[src/rtl/core/zpg_pkg.sv]
// ----------------------------------------------------------------------------
// zpg_pkg
// Shared types, constants and elaboration-time tables for the zone-plate
// pixel generator.
// ----------------------------------------------------------------------------
package zpg_pkg;

	localparam int SUB_ORDER = 5;
	localparam int GRID      = 2 * SUB_ORDER - 1;
	localparam int GRID_W    = $clog2(GRID);
	localparam int MAX_SIDE  = 4096;
	localparam int SINE_BITS = 10;
	localparam int TURN_BITS = 40;
	localparam int QTR_N     = 2 ** (SINE_BITS - 2);
	localparam int QTR_W     = SINE_BITS - 2;
	localparam int N4        = 4 * SUB_ORDER;

	localparam int COORD_W = 17;
	localparam int OFF_W   = 5;
	localparam int WT_W    = 18;
	localparam int MAG_W   = 15;
	localparam int F_W     = 16;
	localparam int FW1_W   = F_W + WT_W;
	localparam int FW_W    = FW1_W + WT_W;
	localparam int ACC_W   = FW_W + 7;
	localparam int SUMW_W  = 40;
	localparam int DIV_W   = 56;
	localparam int Q_W     = 16;
	localparam int OUT_DEPTH = 4;
	localparam int OUT_PTR_W = $clog2(OUT_DEPTH);
	localparam int OUT_CNT_W = OUT_PTR_W + 1;
	localparam int IN_DEPTH  = 2;

	localparam logic [63:0] TWO_PI_Q30     = 64'd6746518852;
	localparam logic [31:0] HALF_SCALE_Q32 = 32'd2147483219;

	localparam logic [1:0] REG_WIDTH      = 2'd0;
	localparam logic [1:0] REG_HEIGHT     = 2'd1;
	localparam logic [1:0] REG_MAX_GRAY   = 2'd2;
	localparam logic [1:0] REG_PHASE_STEP = 2'd3;

	typedef struct packed {
		logic signed [COORD_W-1:0] cx;
		logic signed [COORD_W-1:0] cy;
	} pix_t;

	typedef struct packed {
		logic                    vld;
		logic signed [ACC_W-1:0] sum;
	} acc_t;

	typedef logic [QTR_N-1:0][MAG_W-1:0] sine_tab_t;
	typedef logic [GRID-1:0][WT_W-1:0] wt_tab_t;
	typedef logic [GRID-1:0][OFF_W-1:0] off_tab_t;

	function automatic longint sine_q30(longint unsigned t);
		longint unsigned quad;
		longint unsigned quarter;
		longint unsigned r;
		longint unsigned x;
		longint unsigned term;
		longint s;
		quad = (t >> (TURN_BITS - 2)) & 64'd3;
		quarter = 64'd1 << (TURN_BITS - 2);
		r = t & (quarter - 64'd1);
		if (quad[0]) begin
			r = quarter - r;
		end
		x = ((r >> 10) * TWO_PI_Q30) >> 30;
		term = x;
		s = longint'(x);
		for (int k = 1; k <= 5; k++) begin
			term = (((term * x) >> 30) * x) >> 30;
			case (k)
				1: term = term / 64'd6;
				2: term = term / 64'd20;
				3: term = term / 64'd42;
				4: term = term / 64'd72;
				default: term = term / 64'd110;
			endcase
			if (k % 2 == 1) begin
				s = s - longint'(term);
			end else begin
				s = s + longint'(term);
			end
		end
		if (s < 0) begin
			s = 0;
		end
		if (s > (longint'(1) << 30)) begin
			s = longint'(1) << 30;
		end
		return quad[1] ? -s : s;
	endfunction

	function automatic logic [MAG_W-1:0] sine_mag(int k);
		longint s;
		longint v;
		s = sine_q30(longint'(k) << (TURN_BITS - SINE_BITS));
		v = (s + (longint'(1) << 14)) >>> 15;
		if (v > 32767) begin
			v = 32767;
		end
		return MAG_W'(v);
	endfunction

	function automatic sine_tab_t build_sine();
		sine_tab_t tab;
		for (int k = 0; k < QTR_N; k++) begin
			tab[k] = sine_mag(k);
		end
		return tab;
	endfunction

	function automatic logic [WT_W-1:0] weight_q16(int d);
		int m;
		longint unsigned t;
		longint c;
		m = SUB_ORDER - 2 * d;
		while (m < 0) begin
			m = m + N4;
		end
		while (m >= N4) begin
			m = m - N4;
		end
		t = (longint'(m) << TURN_BITS) / N4;
		c = sine_q30(t);
		return WT_W'(((longint'(1) << 30) + c + (longint'(1) << 13)) >>> 14);
	endfunction

	function automatic wt_tab_t build_wt();
		wt_tab_t tab;
		for (int j = 0; j < GRID; j++) begin
			tab[j] = weight_q16(j - (SUB_ORDER - 1));
		end
		return tab;
	endfunction

	function automatic off_tab_t build_off();
		off_tab_t tab;
		int a;
		int q;
		for (int j = 0; j < GRID; j++) begin
			a = (j >= SUB_ORDER - 1) ? j - (SUB_ORDER - 1) : (SUB_ORDER - 1) - j;
			q = (20 * a + SUB_ORDER) / (2 * SUB_ORDER);
			tab[j] = (j >= SUB_ORDER - 1) ? OFF_W'(q) : OFF_W'(-q);
		end
		return tab;
	endfunction

	function automatic logic [SUMW_W-1:0] build_sum_w();
		longint s;
		s = 0;
		for (int j = 0; j < GRID; j++) begin
			s = s + longint'(weight_q16(j - (SUB_ORDER - 1)));
		end
		return SUMW_W'(s * s);
	endfunction

	localparam sine_tab_t SINE_MAG = build_sine();
	localparam logic [MAG_W-1:0] SINE_PEAK = sine_mag(QTR_N);
	localparam wt_tab_t WT = build_wt();
	localparam off_tab_t OFF = build_off();
	localparam logic [SUMW_W-1:0] SUM_W = build_sum_w();
	localparam logic [31:0] RECIP = 32'((longint'(1) << DIV_W) / longint'(SUM_W));

endpackage

[src/rtl/core/zpg_front.sv]
// ----------------------------------------------------------------------------
// zpg_front
// Turns a pixel request into centered coordinates in tenths of a pixel and
// holds it in a short queue for the sample engine.
// ----------------------------------------------------------------------------
module zpg_front (
	input  logic                clk,
	input  logic                arst_n,
	input  logic                push,
	output logic                full,
	input  logic [11:0]         column,
	input  logic [11:0]         row,
	input  logic [12:0]         width,
	input  logic [12:0]         height,
	output zpg_pkg::pix_t       head,
	output logic                head_vld,
	input  logic                head_take
);

	localparam int CNT_W = $clog2(zpg_pkg::IN_DEPTH + 1);
	localparam int PTR_W = $clog2(zpg_pkg::IN_DEPTH);

	zpg_pkg::pix_t            q_q [zpg_pkg::IN_DEPTH];
	logic [CNT_W-1:0]         cnt_q;
	logic [PTR_W-1:0]         wr_q;
	logic [PTR_W-1:0]         rd_q;
	logic [12:0]              w_sat;
	logic [12:0]              h_sat;
	zpg_pkg::pix_t            pix;
	logic                     wr_en;
	logic                     rd_en;

	always_comb begin
		w_sat = (width > 13'(zpg_pkg::MAX_SIDE)) ? 13'(zpg_pkg::MAX_SIDE) : width;
		h_sat = (height > 13'(zpg_pkg::MAX_SIDE)) ? 13'(zpg_pkg::MAX_SIDE) : height;
		pix.cx = zpg_pkg::COORD_W'(column) * zpg_pkg::COORD_W'(10) + zpg_pkg::COORD_W'(5)
			- zpg_pkg::COORD_W'(w_sat) * zpg_pkg::COORD_W'(5);
		pix.cy = zpg_pkg::COORD_W'(row) * zpg_pkg::COORD_W'(10) + zpg_pkg::COORD_W'(5)
			- zpg_pkg::COORD_W'(h_sat) * zpg_pkg::COORD_W'(5);
	end

	assign full     = (cnt_q == CNT_W'(zpg_pkg::IN_DEPTH));
	assign head_vld = (cnt_q != '0);
	assign head     = q_q[rd_q];
	assign wr_en    = push && !full;
	assign rd_en    = head_take && head_vld;

	always_ff @(posedge clk) begin
		if (wr_en) begin
			q_q[wr_q] <= pix;
		end
	end

	always_ff @(posedge clk or negedge arst_n) begin
		if (!arst_n) begin
			cnt_q <= '0;
			wr_q  <= '0;
			rd_q  <= '0;
		end else begin
			if (wr_en) begin
				wr_q <= wr_q + PTR_W'(1);
			end
			if (rd_en) begin
				rd_q <= rd_q + PTR_W'(1);
			end
			cnt_q <= cnt_q + CNT_W'(wr_en) - CNT_W'(rd_en);
		end
	end

endmodule

[config.mk]
export PLATFORM = sky130hd
export DESIGN_NAME = zpg_front
export DESIGN_NICKNAME = d
export VERILOG_FILES = /design/src/rtl/core/zpg_pkg.sv /design/src/rtl/core/zpg_front.sv
export SDC_FILE = /design/constraint.sdc
export NUM_CORES = 1
export LEC_CHECK = 0
export ABC_AREA = 1
export BUFFER_PORTS_ARGS = -buffer_cell sky130_fd_sc_hd__buf_2
export CAP_MARGIN = 20
export CORE_AREA = 2 2 124 126
export DETAILED_ROUTE_END_ITERATION = 10
export DIE_AREA = 0 0 126 128
export PLACE_DENSITY = 0.75
export SKIP_LAST_GASP = 1
export SYNTH_ARGS = -nofsm -noshare
export SYNTH_HDL_FRONTEND = slang
export SYNTH_SLANG_ARGS = --single-unit
[constraint.sdc]
create_clock -name clk -period 3.1 [get_ports clk]
set_input_delay 0.31 -clock clk [delete_from_list [all_inputs] [get_ports clk]]
set_output_delay 0.31 -clock clk [all_outputs]
set_load 0.03 [all_outputs]
==> results by group <==
Outcome
  – Status: finished, violations left
  – Failing checks: setup timing

Routing
  – Final WL: ~19 mm
  – First-pass detailed-route iteration total: 4
  – Routed Antenna Nets: 0
  – Vias per cell: 4.94
  – # DRC: 0
  – Via count: 6613
  – DR WL/cell: roughly 14 um
  – Iter 0 DRT Violations: between 200 and 250

Global route
  – First-pass GRT wire length: 27.7 mm
  – Initial antenna violation count: 0
  – Pin count of the biggest net entering global routing: 36
  – Global Route Usage Sum: 21.0%
  – Gr ovfl total: 0
  – Number of global-route vias before repair: 6145

Synth
  – #FFs+latches synth: between 70 and 80
  – Post-synth cell types: 33
  – Ys flop type: edfxtp_1
  – Synth Cell Area: 7240 um2
  – Post-synth ARST share: 5.56%
  – Cell taking the most area after synthesis: edfxtp_1
  – Mapped Cells: approximately 910
  – Synth area leaders: edfxtp_1 28%, ha_1 21%, nand2_1 14%
  – Sequential fraction of the synthesis area: 29.6%
  – Syn_area_per_cell: 7.99 um2
  – Synth Warn #: 0
  – Post-synth EDFFs: 68
  – Area share of the largest cell type after synthesis: between 20% and 30%
  – Most used standard cell by instance count after synthesis: nand2_1
  – Syn_nets: 1108
  – Commonest cells post-synth: 272 x nand2_1, 175 x inv_1, 124 x ha_1, 68 x edfxtp_1, 52 x nor2_1

CTS
  – TritonCTS Buffers: 9
  – H-tree depth: 3
  – Sink Count: between 70 and 80
  – Clock buffer depth: 2
  – CTS tree: done
  – Worst-Skew Late Latency: 330 ps
  – Clock slew at reported path FFs: roughly 50 ps
  – Root buffer cell: clkbuf_16

Timing
  – Worst Skew: 6.51 ps
  – Fin crit share: 106%
  – Min Clock Period, post-route: 3280 ps
  – Final setup violation count: 32
  – Max-slew violations: 0
  – Setup TNS: -2480 ps
  – Setup ws final: -180 ps
  – Hold Violations, Final: 0
  – Worst-Margin Slew: 605 ps
  – Upper clock frequency limit: 305 MHz
  – RSZ-0062 raised after global routing: true
  – Rel. slew slack: 59.6%

Critical path
  – Setup CP Type: primary input to flip-flop
  – Startpoint types: primary input
  – Worst EP arrival: 3350 ps
  – CP max stage delay: 430 ps
  – CP max FO: 3
  – WP data required: approximately 3200 ps
  – Worst-path cell chain: buf_8 > nor4_4 > nand2_2 > nand2_2 > nand2_2 > inv_2 > ha_4 > inv_2 > fa_1 > inv_1 > fa_2 > inv_2 > ha_4 > inv_2 > fa_2 > buf_4 > nand3b_1 > nand4_1 > nand2_1
  – CP endpoint kind: flip-flop
  – Crit path top cell by count: inv_2
  – Critical path's slowest cell: fa_1

Floorplanning
  – Die X-Extent: 126 um
  – Num rows: 45
  – I/O pin total: 90
  – Die Ht: 128 um
  – Die area: 16100 um2
  – Core Footprint: 14900 um2
  – Initial Util: 48.7%

Final layout
  – Synth-to-Final Area Change: 54.6%
  – Fin nets: 1349
  – Share of layout cells above drive strength 1: between 40 and 50%
  – FILL cells: 1000
  – Antenna cells: 0

Power and ir drop
  – Maximum VDD drop: 0.403 mV
  – Static Leak: between 0.005 and 0.006 uW
  – Pwr dens: approximately 930 nW/um2
  – Pwr Total: roughly 10000 uW

Place
  – Port Buffer Count: 89
  – DPL Wire Length: 13.0 mm
  – Gpl congestion: 0.862

Hold path
  – Hold Crit Class: primary input to flip-flop

Run
  – Max cap viols: 0
## registers in the layout, indices dropped and copies added (netlist names)
| name | count |
|---|---|
| cnt_q | 2 |
| q_q | 68 |
| rd_q | 1 |
| wr_q | 1 |
## placed cells by master, fill, tap and decap left out, types with 20 or more instances in the layout
cell,count
nand2_1,227
buf_4,140
inv_1,136
ha_4,74
buf_2,73
edfxtp_1,68
ha_1,46
nand2_2,44
inv_2,38
nor2_1,33
buf_6,21
nor2_2,20
## per-stage QoR
step	setup slack [ps]	utilization [%]	cell area, um2	hold WS, ps	std cells
finish	-180	75.3	11200	285	1340
detailed placement	-528	63.3	9410	121	1286
global placement	-500	63.3	9410	121	1286
CTS	-90.3	69.2	10300	271	1325
floorplan	-262	-	7920	14.4	906
global route	-285	75.3	11200	298	1340
## final timing paths
check / end / slack [ps] / start / cells after the start
max reg2reg: cnt_q[1]$_DFF_PN0_ / 1390 / cnt_q[0]$_DFF_PN0_ / 8
max in group asynchronous: rd_q$_DFFE_PN0P_ / 2650 / arst_n / 2
min reg2reg: cnt_q[0]$_DFF_PN0_ / 580 / cnt_q[0]$_DFF_PN0_ / 1
min: rd_q$_DFFE_PN0P_ / 290 / head_take / 3
min in group asynchronous: cnt_q[1]$_DFF_PN0_ / 320 / arst_n / 2
max: q_q[0][30]$_DFFE_PP_ / -180 / width[9] / 19
## routing by layer
layer  track usage [%]  vias up  share of wire, %
met5                 0        -                 0
met4              5.82        0               1.7
met3              1.84       25               3.0
met2              35.2      130                50
met1              29.4     3103                46
li1                  -     3355                 -
## kinds of logic after synthesis
kind of cell	count (synthesis)	synth area share, %
and+or+nand+nor	407	24.0
buffers and inverters	190	9.94
adders and majority gates	148	28.1
DFF	72	29.6
AOI/OAI and AO/OA	60	4.92
xor gates and xnor gates	29	3.51
## worst max-delay path: cells and delay by family
family / cells / cell delay (ps)
adder cells (fa/ha/maj): 5 / 1470
AND/OR/NAND/NOR: 7 / 1020
buffers and inverters: 7 / 550
## where the power goes
part / switching (uW) / internal (uW) / total [uW] / leakage (uW)
clock network: 374 / 704 / 1080 / 0.000156
registers: 108 / 1840 / 1940 / 0.000677
logic: 4270 / 3130 / 7400 / 0.00450
## what timing repair did
item,in CTS,in global routing
hold endpoints to repair,4,0
setup endpoints to repair,38,52
buffers inserted,22,17
pin swaps,44,69
gates resized for setup,76,169
hold buffers,1,0
## cell type report
| type | instances | area (um2) | area share [%] |
|---|---|---|---|
| tap | 188 | 235 | 2.10 |
| timing repair buffer | 241 | 1760 | 15.7 |
| clock inverter | 7 | 95.1 | 0.850 |
| inverter | 179 | 684 | 6.12 |
| multi-input combinational | 644 | 6050 | 54.1 |
| sequential | 72 | 2140 | 19.1 |
| clock buffer | 9 | 225 | 2.01 |
No activity file was read; power rests on OpenSTA's default activity.
