### config.mk
export PLATFORM = sky130hd
export DESIGN_NAME = zpg_finish
export DESIGN_NICKNAME = d
export VERILOG_FILES = /design/src/rtl/core/zpg_pkg.sv /design/src/rtl/core/zpg_finish.sv
export SDC_FILE = /design/constraint.sdc
export NUM_CORES = 2
export LEC_CHECK = 0
export BUFFER_PORTS_ARGS = -buffer_cell sky130_fd_sc_hd__buf_4
export CAP_MARGIN = 20
export CORE_AREA = 2 2 375 377
export DETAILED_ROUTE_END_ITERATION = 6
export DIE_AREA = 0 0 377 379
export GPL_ROUTABILITY_DRIVEN = 0
export PLACE_DENSITY_LB_ADDON = 0.08
export SETUP_SLACK_MARGIN = 0.15
export SYNTH_ARGS = -nofsm -noshare
export SYNTH_HDL_FRONTEND = slang
export SYNTH_SLANG_ARGS = --single-unit
### constraint.sdc
create_clock -name clk -period 24 [get_ports clk]
set_clock_uncertainty 0.05 [all_clocks]
set_input_delay 7.2 -clock clk [delete_from_list [all_inputs] [get_ports clk]]
set_output_delay 7.2 -clock clk [all_outputs]
set_load 0.01 [all_outputs]
### src/rtl/core/zpg_pkg.sv
// ----------------------------------------------------------------------------
// zpg_pkg
// Shared types, constants and elaboration-time tables for the zone-plate
// pixel generator.
// ----------------------------------------------------------------------------
package zpg_pkg;

	localparam int SUB_ORDER = 5;
	localparam int GRID      = 2 * SUB_ORDER - 1;
	localparam int GRID_W    = $clog2(GRID);
	localparam int MAX_SIDE  = 4096;
	localparam int SINE_BITS = 10;
	localparam int TURN_BITS = 40;
	localparam int QTR_N     = 2 ** (SINE_BITS - 2);
	localparam int QTR_W     = SINE_BITS - 2;
	localparam int N4        = 4 * SUB_ORDER;

	localparam int COORD_W = 17;
	localparam int OFF_W   = 5;
	localparam int WT_W    = 18;
	localparam int MAG_W   = 15;
	localparam int F_W     = 16;
	localparam int FW1_W   = F_W + WT_W;
	localparam int FW_W    = FW1_W + WT_W;
	localparam int ACC_W   = FW_W + 7;
	localparam int SUMW_W  = 40;
	localparam int DIV_W   = 56;
	localparam int Q_W     = 16;
	localparam int OUT_DEPTH = 4;
	localparam int OUT_PTR_W = $clog2(OUT_DEPTH);
	localparam int OUT_CNT_W = OUT_PTR_W + 1;
	localparam int IN_DEPTH  = 2;

	localparam logic [63:0] TWO_PI_Q30     = 64'd6746518852;
	localparam logic [31:0] HALF_SCALE_Q32 = 32'd2147483219;

	localparam logic [1:0] REG_WIDTH      = 2'd0;
	localparam logic [1:0] REG_HEIGHT     = 2'd1;
	localparam logic [1:0] REG_MAX_GRAY   = 2'd2;
	localparam logic [1:0] REG_PHASE_STEP = 2'd3;

	typedef struct packed {
		logic signed [COORD_W-1:0] cx;
		logic signed [COORD_W-1:0] cy;
	} pix_t;

	typedef struct packed {
		logic                    vld;
		logic signed [ACC_W-1:0] sum;
	} acc_t;

	typedef logic [QTR_N-1:0][MAG_W-1:0] sine_tab_t;
	typedef logic [GRID-1:0][WT_W-1:0] wt_tab_t;
	typedef logic [GRID-1:0][OFF_W-1:0] off_tab_t;

	function automatic longint sine_q30(longint unsigned t);
		longint unsigned quad;
		longint unsigned quarter;
		longint unsigned r;
		longint unsigned x;
		longint unsigned term;
		longint s;
		quad = (t >> (TURN_BITS - 2)) & 64'd3;
		quarter = 64'd1 << (TURN_BITS - 2);
		r = t & (quarter - 64'd1);
		if (quad[0]) begin
			r = quarter - r;
		end
		x = ((r >> 10) * TWO_PI_Q30) >> 30;
		term = x;
		s = longint'(x);
		for (int k = 1; k <= 5; k++) begin
			term = (((term * x) >> 30) * x) >> 30;
			case (k)
				1: term = term / 64'd6;
				2: term = term / 64'd20;
				3: term = term / 64'd42;
				4: term = term / 64'd72;
				default: term = term / 64'd110;
			endcase
			if (k % 2 == 1) begin
				s = s - longint'(term);
			end else begin
				s = s + longint'(term);
			end
		end
		if (s < 0) begin
			s = 0;
		end
		if (s > (longint'(1) << 30)) begin
			s = longint'(1) << 30;
		end
		return quad[1] ? -s : s;
	endfunction

	function automatic logic [MAG_W-1:0] sine_mag(int k);
		longint s;
		longint v;
		s = sine_q30(longint'(k) << (TURN_BITS - SINE_BITS));
		v = (s + (longint'(1) << 14)) >>> 15;
		if (v > 32767) begin
			v = 32767;
		end
		return MAG_W'(v);
	endfunction

	function automatic sine_tab_t build_sine();
		sine_tab_t tab;
		for (int k = 0; k < QTR_N; k++) begin
			tab[k] = sine_mag(k);
		end
		return tab;
	endfunction

	function automatic logic [WT_W-1:0] weight_q16(int d);
		int m;
		longint unsigned t;
		longint c;
		m = SUB_ORDER - 2 * d;
		while (m < 0) begin
			m = m + N4;
		end
		while (m >= N4) begin
			m = m - N4;
		end
		t = (longint'(m) << TURN_BITS) / N4;
		c = sine_q30(t);
		return WT_W'(((longint'(1) << 30) + c + (longint'(1) << 13)) >>> 14);
	endfunction

	function automatic wt_tab_t build_wt();
		wt_tab_t tab;
		for (int j = 0; j < GRID; j++) begin
			tab[j] = weight_q16(j - (SUB_ORDER - 1));
		end
		return tab;
	endfunction

	function automatic off_tab_t build_off();
		off_tab_t tab;
		int a;
		int q;
		for (int j = 0; j < GRID; j++) begin
			a = (j >= SUB_ORDER - 1) ? j - (SUB_ORDER - 1) : (SUB_ORDER - 1) - j;
			q = (20 * a + SUB_ORDER) / (2 * SUB_ORDER);
			tab[j] = (j >= SUB_ORDER - 1) ? OFF_W'(q) : OFF_W'(-q);
		end
		return tab;
	endfunction

	function automatic logic [SUMW_W-1:0] build_sum_w();
		longint s;
		s = 0;
		for (int j = 0; j < GRID; j++) begin
			s = s + longint'(weight_q16(j - (SUB_ORDER - 1)));
		end
		return SUMW_W'(s * s);
	endfunction

	localparam sine_tab_t SINE_MAG = build_sine();
	localparam logic [MAG_W-1:0] SINE_PEAK = sine_mag(QTR_N);
	localparam wt_tab_t WT = build_wt();
	localparam off_tab_t OFF = build_off();
	localparam logic [SUMW_W-1:0] SUM_W = build_sum_w();
	localparam logic [31:0] RECIP = 32'((longint'(1) << DIV_W) / longint'(SUM_W));

endpackage

### src/rtl/core/zpg_finish.sv
// ----------------------------------------------------------------------------
// zpg_finish
// Divides the weighted sum by the constant weight total, scales the average
// to the gray range and queues the result.
// ----------------------------------------------------------------------------
module zpg_finish (
	input  logic                clk,
	input  logic                arst_n,
	input  zpg_pkg::acc_t       acc,
	input  logic [15:0]         max_gray,
	input  logic                pop,
	output logic                empty,
	output logic [15:0]         gray_value
);

	typedef enum logic [6:0] {
		ST_IDLE  = 7'b0000001,
		ST_EST   = 7'b0000010,
		ST_REM   = 7'b0000100,
		ST_FIX   = 7'b0001000,
		ST_MUL1  = 7'b0010000,
		ST_MUL2  = 7'b0100000,
		ST_WRITE = 7'b1000000
	} fin_state_t;

	localparam int DW = zpg_pkg::DIV_W;
	localparam int PW = zpg_pkg::OUT_PTR_W;

	fin_state_t               state_q;
	logic [DW-1:0]            rem_q;
	logic [zpg_pkg::Q_W-1:0]  quo_q;
	logic                     neg_q;
	logic [31:0]              p1_q;
	logic [63:0]              p2_q;
	logic [15:0]              fifo_q [zpg_pkg::OUT_DEPTH];
	logic [PW-1:0]            wr_q;
	logic [PW-1:0]            rd_q;
	logic [zpg_pkg::OUT_CNT_W-1:0] cnt_q;

	logic [zpg_pkg::ACC_W-1:0] mag;
	logic [63:0]               est;
	logic [zpg_pkg::Q_W-1:0]   qc;
	logic [15:0]               pv;
	logic [15:0]               mm;
	logic [63:0]               p2_rnd;
	logic                      wr_en;
	logic                      rd_en;

	always_comb begin
		mag    = acc.sum[zpg_pkg::ACC_W-1] ? zpg_pkg::ACC_W'(-acc.sum)
			: zpg_pkg::ACC_W'(acc.sum);
		est    = 64'(rem_q[DW-1 -: 32]) * 64'(zpg_pkg::RECIP);
		qc     = (quo_q > zpg_pkg::Q_W'(32767)) ? zpg_pkg::Q_W'(32767) : quo_q;
		pv     = neg_q ? 16'(16'd32768 - qc) : 16'(16'd32768 + qc);
		mm     = (max_gray >= 16'd1) ? max_gray - 16'd1 : 16'd0;
		p2_rnd = p2_q + (64'd1 << 47);
	end

	assign wr_en      = (state_q == ST_WRITE);
	assign empty      = (cnt_q == '0);
	assign rd_en      = pop && !empty;
	assign gray_value = fifo_q[rd_q];

	always_ff @(posedge clk or negedge arst_n) begin
		if (!arst_n) begin
			state_q <= ST_IDLE;
			wr_q    <= '0;
			rd_q    <= '0;
			cnt_q   <= '0;
		end else begin
			unique case (state_q)
				ST_IDLE: begin
					if (acc.vld) begin
						state_q <= ST_EST;
					end
				end
				ST_EST: begin
					state_q <= ST_REM;
				end
				ST_REM: begin
					state_q <= ST_FIX;
				end
				ST_FIX: begin
					state_q <= ST_MUL1;
				end
				ST_MUL1: begin
					state_q <= ST_MUL2;
				end
				ST_MUL2: begin
					state_q <= ST_WRITE;
				end
				ST_WRITE: begin
					state_q <= ST_IDLE;
				end
				default: begin
					state_q <= ST_IDLE;
				end
			endcase
			if (wr_en) begin
				wr_q <= wr_q + PW'(1);
			end
			if (rd_en) begin
				rd_q <= rd_q + PW'(1);
			end
			cnt_q <= cnt_q + zpg_pkg::OUT_CNT_W'(wr_en) - zpg_pkg::OUT_CNT_W'(rd_en);
		end
	end

	// The reciprocal estimate is low by at most two; the correction step adds that back.
	always_ff @(posedge clk) begin
		if (state_q == ST_IDLE && acc.vld) begin
			rem_q <= DW'(mag) + DW'(zpg_pkg::SUM_W >> 1);
			neg_q <= acc.sum[zpg_pkg::ACC_W-1];
		end
		if (state_q == ST_EST) begin
			quo_q <= est[32 +: zpg_pkg::Q_W];
		end
		if (state_q == ST_REM) begin
			rem_q <= rem_q - DW'(quo_q) * DW'(zpg_pkg::SUM_W);
		end
		if (state_q == ST_FIX) begin
			if (rem_q >= (DW'(zpg_pkg::SUM_W) << 1)) begin
				quo_q <= quo_q + zpg_pkg::Q_W'(2);
			end else if (rem_q >= DW'(zpg_pkg::SUM_W)) begin
				quo_q <= quo_q + zpg_pkg::Q_W'(1);
			end
		end
		if (state_q == ST_MUL1) begin
			p1_q <= 32'(mm) * 32'(pv);
		end
		if (state_q == ST_MUL2) begin
			p2_q <= 64'(zpg_pkg::HALF_SCALE_Q32) * 64'(p1_q);
		end
		if (wr_en) begin
			fifo_q[wr_q] <= 16'(16'd1 + p2_rnd[63:48]);
		end
	end

endmodule

==> impl_metrics.toml <==
[clock_tree]
ctsRootBufferMaster = "clkbuf_16"
cts_sinks = 199
cts_htree_levels = 4
numCtsBuffers = 17
postCtsSetupBuffers = 0
clock_tree.buffer_depth = 2
insertion_delay_ps = 530
clk_pin_slew_ps = 90
cts-resized-gates = 0
hold_buffers = 0
cts_tree = "yes"

[sta]
worst_pin_slew_ps = 1020
setup_tns_ps = 0
fin_ws_ps = 8230
setup_viol = 0
timing.final.max_slew_violations = 0
period_minus_slack_ps = 15770
fin_crit_sh_pct = 65.7
slew_headroom_pct = 31.9
fmax_mhz = 63.4
hold_violations = 0
rsz0062_at_grt = "false"

[global_routing]
use_met3_pct = 3.14
grt_start_max_net_pins = 55
overflow = 0
met1_usage_pct = 28.2
grt_most_used_layer = "met2"
antenna_found_initial = 14
grtUsageMet2_pct = 30.8
grtUsageTotal_pct = 19.5
grt_first_pass_wirelength_um = 209000
grt_pass1_vias = 34500

[cells_and_area]
final_cell_mix = "inv_1 (1175), fa_1 (899), ha_1 (743)"
layout-drive-gt1-share_pct = 4.66
nets = 6620
final_common_cell = "inv_1"
utilization_pct = 37.3
areaGrowthSynthToFinish_pct = 7.34

[synthesis]
synth-edff-count = 170
synth-main-ff-cell = "edfxtp_1"
syn-cell-area_sq_mm = 0.0483
ys_ff_latch = 199
seq_area_frac_synth_pct = 11.9
async_reset_ff_share_pct = 7.04
yosys_warnings = 0
synth.distinct_cells = 86
postSynthCellCount = 4846
synth_nets = 6567
synth.avg_cell_area_sq_um = 9.97

[run]
cap_violations = 0

[drt]
wirelength_um = 135000
vias = 32400
routedWlPerCell_um = 20.1
drt_iter0_markers = 1760
first_pass_iters = 5
viasPerCell = 4.82
antenna_left = 0
drcViolationCount = 0

[critical_path]
slowest_delay_ps = 800
cp.arrival_ps = 15990
critical_path_class = "input pin to register"
critPathRequiredTime_ps = 24220
crit_slowest_cell = "and2_1"
setup.worst_path.end_class = "register"
crit_family = "simple AND/OR/NAND/NOR gates"
cp_common_cell = "fa_1"
critical_path_buf_inv_count = 3
crit_fanout = 30
cp-start-kind = "input pin"

[floorplanning]
fp.dieH_um = 379
rows = 137
start_util_pct = 34.8
core_area_sq_mm = 0.139
die-area_sq_mm = 0.143
die_w_um = 377
io_pins = 96

[placement]
portBuffers = 93
place_ws_ps = 7690
hpwlAfterDp_um = 119000

[min_path]
hold_path.class = "register to register"

[outcome]
status = "finished, final reports clean"
## cells in the mapped netlist (all sizes together), types with 7 or more instances
library cell | instances | area share (%)
inv | 1176 | 9.1
fa | 899 | 37
ha | 743 | 19
nor2 | 280 | 2.2
nand2 | 269 | 2.1
a21oi | 179 | 1.9
edfxtp | 170 | 11
o21ai | 118 | 1.2
xnor2 | 113 | 2.0
xor2 | 92 | 1.7
clkbuf | 78 | 0.61
nand3 | 57 | 0.59
a21o | 56 | 0.87
nor3 | 52 | 0.61
and2 | 49 | 0.63
nand4 | 33 | 0.43
nor2b | 31 | 0.40
nor4 | 31 | 0.55
or2 | 28 | 0.36
nand2b | 24 | 0.31
or3 | 22 | 0.28
o21a | 21 | 0.33
o31ai | 21 | 0.34
and3 | 20 | 0.26
o41ai | 19 | 0.36
a31oi | 17 | 0.22
o211ai | 17 | 0.26
mux4 | 16 | 0.75
dfxtp | 15 | 0.62
o21bai | 15 | 0.23
dfrtp | 13 | 0.67
buf | 12 | 0.11
a211oi | 11 | 0.17
mux2i | 11 | 0.23
o22ai | 10 | 0.13
or4 | 10 | 0.16
and4 | 9 | 0.16
nor3b | 8 | 0.13
o2111ai | 8 | 0.15
a221oi | 7 | 0.13
nand3b | 7 | 0.11
o311ai | 7 | 0.13
## routing by layer
metal	vias to the layer above	routed length (um)
met4	12	2520
met3	87	6570
met1	16200	65800
met2	511	60400
li1	15600	-
met5	-	75
## worst paths after layout
path                               to         from  cells past startpoint  slack, ps
hold / removal               cnt_q[2]     cnt_q[2]                      1        420
setup reg to reg             p1_q[31]     quo_q[3]                     31      13560
max in group asynchronous  state_q[0]       arst_n                      1      17080
min in group asynchronous     wr_q[0]       arst_n                      1       6500
setup / recovery             p1_q[31]  max_gray[4]                     27       8230
hold reg to reg              cnt_q[2]     cnt_q[2]                      1        420
## flip-flops by register name, summed over array words and instances, names as in the netlist
register / flops
p1_q: 32
p2_q: 16
wr_q: 2
rd_q: 2
fifo_q: 64
state_q: 7
neg_q: 1
quo_q: 16
cnt_q: 3
rem_q: 56
## cell type report
type | count | area (sq um)
antenna | 5 | 12.5
clock buffer | 17 | 425
clock inverter | 15 | 244
fill | 14200 | 87000
inverter | 1176 | 4410
multi-input combinational | 3381 | 37800
sequential | 199 | 5760
tap | 1807 | 2260
timing repair buffer | 124 | 932
## logic make-up after synthesis
kind of cell / synth area share [%]
compound gates: 7.61
xor+xnor: 3.72
fa+ha+maj: 56.5
buf+inv: 9.86
flops: 11.9
mux: 0.974
simple gates: 9.42
## metrics by stage
step | instance area (sq um) | hold WS (ps) | cells
2_1_floorplan | 48300 | 397 | 4846
3_3_place_gp | 51100 | 419 | 6684
3_5_place_dp | 51200 | 414 | 6685
4_1_cts | 51800 | 433 | 6717
5_1_grt | 51800 | 440 | 6719
6_report | 51800 | 424 | 6724
Power is not shown: default switching activity piles up to over one toggle a cycle in this logic, so the estimate is an artifact.
